[src/rtl/irp_pkg.sv]
// Shared types and constants for the interval row packer.
// No dependencies; used by interval_row_packer and irp_store.
`timescale 1ns / 1ps

package irp_pkg;

  localparam int DEFAULT_LEVELS = 64;

  localparam logic [31:0] START_RESET = 32'd1215752191;
  localparam logic [31:0] END_RESET   = 32'd0;

  localparam int CFG_INDEX_W = 3;
  localparam int CFG_DATA_W  = 31;

  localparam logic [CFG_INDEX_W-1:0] REG_JOIN_LEFT     = 3'd0;
  localparam logic [CFG_INDEX_W-1:0] REG_SCROLL_OFFSET = 3'd1;
  localparam logic [CFG_INDEX_W-1:0] REG_LEVELS_IN_USE = 3'd2;
  localparam logic [CFG_INDEX_W-1:0] REG_TLEN_MODE     = 3'd3;
  localparam logic [CFG_INDEX_W-1:0] REG_REGION_SIZE   = 3'd4;

  localparam logic [6:0] LEVELS_IN_USE_RESET = 7'd64;

  // stored extent of one level
  typedef struct packed {
    logic [31:0] start_pos;
    logic [31:0] end_pos;
  } extent_t;

endpackage

[src/rtl/irp_store.sv]
// Level extent memory: one write port, one registered read port.
// Depends on irp_pkg (extent_t).
`timescale 1ns / 1ps

module irp_store #(
  parameter int LEVELS = irp_pkg::DEFAULT_LEVELS,
  parameter int AW     = (LEVELS > 1) ? $clog2(LEVELS) : 1
) (
  input  logic             clk,
  input  logic             we,
  input  logic [AW-1:0]    waddr,
  input  irp_pkg::extent_t wdata,
  input  logic             re,
  input  logic [AW-1:0]    raddr,
  output irp_pkg::extent_t rdata
);

  irp_pkg::extent_t mem [LEVELS];

  always_ff @(posedge clk) begin
    if (we) begin
      mem[waddr] <= wdata;
    end
  end

  // read data holds while re is low
  always_ff @(posedge clk) begin
    if (re) begin
      rdata <= mem[raddr];
    end
  end

endmodule

[config.mk]
export PLATFORM = sky130hd
export DESIGN_NAME = irp_store
export DESIGN_NICKNAME = d
export VERILOG_FILES = /design/src/rtl/irp_pkg.sv /design/src/rtl/irp_store.sv
export SDC_FILE = /design/constraint.sdc
export NUM_CORES = 2
export LEC_CHECK = 0
export BUFFER_PORTS_ARGS = -buffer_cell sky130_fd_sc_hd__buf_2
export CAP_MARGIN = 30
export CELL_PAD_IN_SITES_DETAIL_PLACEMENT = 1
export CELL_PAD_IN_SITES_GLOBAL_PLACEMENT = 1
export CORE_ASPECT_RATIO = 0.75
export CORE_UTILIZATION = 61
export CTS_CLUSTER_SIZE = 10
export DETAILED_ROUTE_END_ITERATION = 6
export PLACE_DENSITY_LB_ADDON = 0.1
export SYNTH_ARGS = -nofsm -noshare
export SYNTH_HDL_FRONTEND = slang
export SYNTH_SLANG_ARGS = --single-unit
[constraint.sdc]
create_clock -name clk -period 21.4 [get_ports clk]
set_input_delay 6.42 -clock clk [delete_from_list [all_inputs] [get_ports clk]]
set_output_delay 6.42 -clock clk [all_outputs]
set_load 0.1 [all_outputs]
Yosys cells after proc, flatten, opt, wreduce, memory -nomap -nowiden --
Memories as Yosys holds them, arrays and structs flattened. A register that Yosys moved wholly into a read port is not among the register bits. Index checks and enable logic that the tools add are counted.
Cells by class: $add $sub $neg 0, multiply operators 0, divide/modulo/power cells 0, order comparisons 0, eq/ne operators 0, shifts and indexed selects 0, multiplexer cells 2, bitwise gates (word level) 0, reduce and logical (&&, ||, !) cells 0
Operators with widths (number):
- 1-bit two-way mux | 2
Storage, ports and cells: register bits after elaboration 0, latch bits 0, bits in writable memories 4096, bits in read-only memories 0, memories kept 1
Memory list:
- mem | words 64, bits a word 64, rd ports 1, clocked after memory_dff 1, wr ports 1, line irp_store.sv:18 | irp_pkg::extent_t mem [LEVELS];

Depth between registers and ports, before layout --
depth after elaboration 2, mapped depth 9, mapped depth without buffers 5

Worst setup path after synthesis --
OpenSTA, ideal clock, no wires.
path kind input port to flip-flop, from input waddr[3], to memory mem[48][0] (netlist name), enable pin, setup time 0.564 ns, arrival time 11.292 ns, data required time 20.836 ns, slack 9.544 ns, stages 4, cell sequence clkbuf_1 > nor2b_1 > nand4b_1 > nor3_1
RTL lines:
- start: declaration | line irp_store.sv:11 | input logic [AW-1:0] waddr,
- end: declaration | line irp_store.sv:18
Straight into the memory's write port.

==> results.py <==
metrics = {
    "timing": {
        "max_freq_mhz": 95.14,
        "final.min_clock_period_ps": 10510,
        "fin_ws_ps": 10890,
        "slew_viol_final": 0,
        "finalHoldViolations": 0,
        "setup-violations-final": 0,
        "worstMarginPinSlew_ps": 1123,
        "hold-worst-slack_ps": 959.6,
        "min_period_over_period_pct": 49.12,
        "rsz0062_at_grt": "no",
        "final.setup.tns_ps": 0,
        "relSlewSlack_pct": 25.12,
        "finalClockSkew_ps": 31.56,
    },
    "global_routing": {
        "grt.total_usage_pct": 37.03,
        "grt_pass1_wl_um": 652200,
        "antenna_found_initial": 33,
        "overflow": 0,
        "grt_max_degree": 100,
        "grt_pass1_vias": 81540,
    },
    "worst_setup_path": {
        "worstSetupEndpointType": "flop",
        "arrival_ps": 11100,
        "crit_path_start": "raddr[0]",
        "critical_path_class": "in2reg",
        "r2r-start": "mem[9][26]",
        "crit_fanout": 98,
        "cp_cell_sequence": "buf_12 -> buf_4 -> buf_4 -> buf_4 -> mux4_2 -> mux2i_1 -> o22ai_1 -> a41oi_1 -> a211oi_1",
        "path_common_cell": "buf_4",
        "slowest_stage": "buf_4",
        "start_kind": "input port",
        "max_stage_delay_ps": 840,
        "path_delay_family": "buffers and inverters",
        "r2r_slack_ps": 18820,
        "worst_ep_required_time_ps": 21990,
        "crit_buf_inv": 4,
    },
    "floorplan": {
        "coreArea_sq_um": 254600,
        "initial_utilization_pct": 61.65,
        "rows": 160,
        "dieHeight_um": 441.3,
        "dieArea_sq_um": 259400,
        "num_io_pins": 143,
        "fp.dieW_um": 587.8,
    },
    "pwr": {
        "netSwitchingFraction_pct": 21.30,
        "power.total_uw": 16750,
        "pwr-share-clk_pct": 40.5,
        "combPwrFrac_pct": 5.3,
        "ir_drop_mv": 0.07754,
        "powerDensity_nw_per_um2": 95.11,
        "power_switching_uw": 3567,
        "p_int_uw": 13180,
        "power.leakage_uw": 0.05502,
        "seq_power_share_pct": 54.2,
    },
    "clock_network": {
        "h-tree-depth": 5,
        "hold_buffers": 0,
        "cts_tree": "done",
        "cts.sinks": 4160,
        "cts_resized": 0,
        "cts_made_buffers": 459,
        "clkTransAtPathRegs_ps": 60,
        "clockRootBuffer": "clkbuf_16",
        "cts_setup_buffers": 0,
        "clk_latency_ps": 940,
        "clockBufferDepth": 4,
    },
    "route": {
        "viasPerCell": 7.540,
        "ant_nets": 0,
        "drt_iter0_drc": 13903,
        "drc": 0,
        "drtPass1Iterations": 7,
        "vias": 79701,
        "routed_wl_um": 476900,
        "wl_per_cell_um": 45.12,
    },
    "layout": {
        "seqCellArea_sq_um": 124900,
        "fillers": 18871,
        "multi_input_area_sq_um": 30800,
        "areaGrowthSynthToFinish_pct": 12.16,
        "fin_util_pct": 69.15,
        "nets": 7200,
        "drive_above_1_share_pct": 28.59,
    },
    "synth": {
        "syn_area_per_cell_sq_um": 23.79,
        "syn_inst": 6598,
        "ys_seq_elements": 4160,
        "synth_top_area_share_pct": 79.57,
        "synthTopCellsByArea": "edfxtp_1 80%, mux4_2 15%, mux2i_1 0.86%",
        "seq_area_frac_synth_pct": 79.57,
        "netlist.top_cell.by_area": "edfxtp_1",
        "ys_types": 32,
        "yosys_warnings": 0,
        "synth_fp_nets": 6677,
        "synth_area_sq_um": 157000,
    },
    "place": {
        "pre_cts_slack_ps": 9831,
        "globalplace.congestion": 0.7930,
        "dpl.hpwl_um": 252700,
        "port-buffer-count": 142,
    },
    "min_path": {
        "hold_path.class": "reg2reg",
        "holdCritStartpoint": "mem[60][63]",
    },
    "status": {
        "status": "finished, final reports clean",
    },
    "run": {
        "cap_violations": 0,
    },
}
-- worst paths after layout --
kind               endpoint  cells past startpoint
setup / recovery  rdata[41]                      9
hold / removal    rdata[63]                      4
hold reg to reg   rdata[63]                      4
setup reg to reg  rdata[26]                      5
-- power groups by stage --
stage	clock [uW]	sequential [uW]	combinational, uW
final	6780	9080	892
after global routing	7050	9080	922
after CTS	6810	9080	864
after detailed placement	0	9240	858
after global placement	0	9240	822
after floorplan	0	9320	420
-- cell families (layout without fill, tap and decap cells) --
| family | Yosys count | count (layout) | share of synthesized area (%) |
|---|---|---|---|
| DFF | 4160 | 4160 | 79.57 |
| muxes | 1159 | 1159 | 15.55 |
| AOI/OAI and AO/OA | 504 | 504 | 2.467 |
| buffers and inverters | 389 | 943 | 1.176 |
| and+or+nand+nor | 386 | 386 | 1.235 |
| other | 0 | 16 | 0 |
-- worst min-delay path, cell delays in order, from the launching register on --
cell and delay [ps]:
edfxtp_1 330, mux4_2 220, a22oi_1 60, nand3_1 80, and3_1 150
-- stage by stage --
step / cells / cell area [sq um]
6_report: 10570 / 176100
5_1_grt: 10557 / 176100
4_1_cts: 10514 / 175200
3_5_place_dp: 10022 / 163300
3_3_place_gp: 9994 / 162600
2_1_floorplan: 6598 / 157000
-- flip-flops by register name (all words and copies together), names as in the netlist --
register,flops
mem,4096
rdata,64
-- cell type report --
class                      count  share of cell area, %
timing repair buffer         432                  2.297
multi-input combinational   2049                  17.49
clock inverter                 8                0.05400
antenna                       16                0.02274
clock buffer                 484                  6.733
sequential                  4160                  70.94
tap                         3402                  2.417
inverter                      19                0.04050
-- metal layers --
| layer | share of wire [%] | up-vias | GRT usage, % | wire length (um) |
|---|---|---|---|---|
| li1 | - | 29307 | - | - |
| met1 | 36 | 42467 | 53.33 | 172000 |
| met2 | 45 | 6733 | 55.36 | 215600 |
| met3 | 14 | 1166 | 10.00 | 67870 |
| met4 | 4.4 | 28 | 14.36 | 21200 |
| met5 | 0.039 | - | 0 | 186 |
-- cell usage in the layout, fill, tap and decap left out, types with 9 or more instances in the layout --
master / count
buf_16: 23
or2_2: 28
a41oi_1: 26
edfxtp_1: 4160
a22oi_1: 168
nand3_1: 45
clkbuf_1: 12
buf_2: 138
nand2_1: 55
and3_1: 64
nor2_4: 65
nand2b_1: 9
inv_1: 19
o22ai_1: 83
a2bb2oi_1: 19
nor2_1: 47
clkbuf_16: 472
a31oi_1: 18
buf_4: 215
a211oi_1: 61
nor2b_1: 24
mux4_2: 1024
mux2i_1: 135
buf_12: 53
o221ai_1: 38
diode_2: 16
a22o_1: 88
or3_1: 29
-- Yosys cell counts (all sizes together) --
| cell type | count |
|---|---|
| nand3b | 2 |
| or3 | 29 |
| or2 | 28 |
| and3 | 64 |
| nand2 | 58 |
| inv | 19 |
| nor2b | 28 |
| nand4 | 2 |
| clkbuf | 140 |
| and2 | 3 |
| a41oi | 26 |
| a22o | 88 |
| mux4 | 1024 |
| a31o | 1 |
| buf | 230 |
| nand2b | 11 |
| nor3 | 2 |
| o22ai | 83 |
| nand4b | 1 |
| a211oi | 63 |
| a22oi | 168 |
| or3b | 1 |
| o221ai | 38 |
| nor2 | 112 |
| a2bb2oi | 19 |
| mux2i | 135 |
| a31oi | 18 |
| nand3 | 45 |
| edfxtp | 4160 |
(Power assumes the default switching activity.)
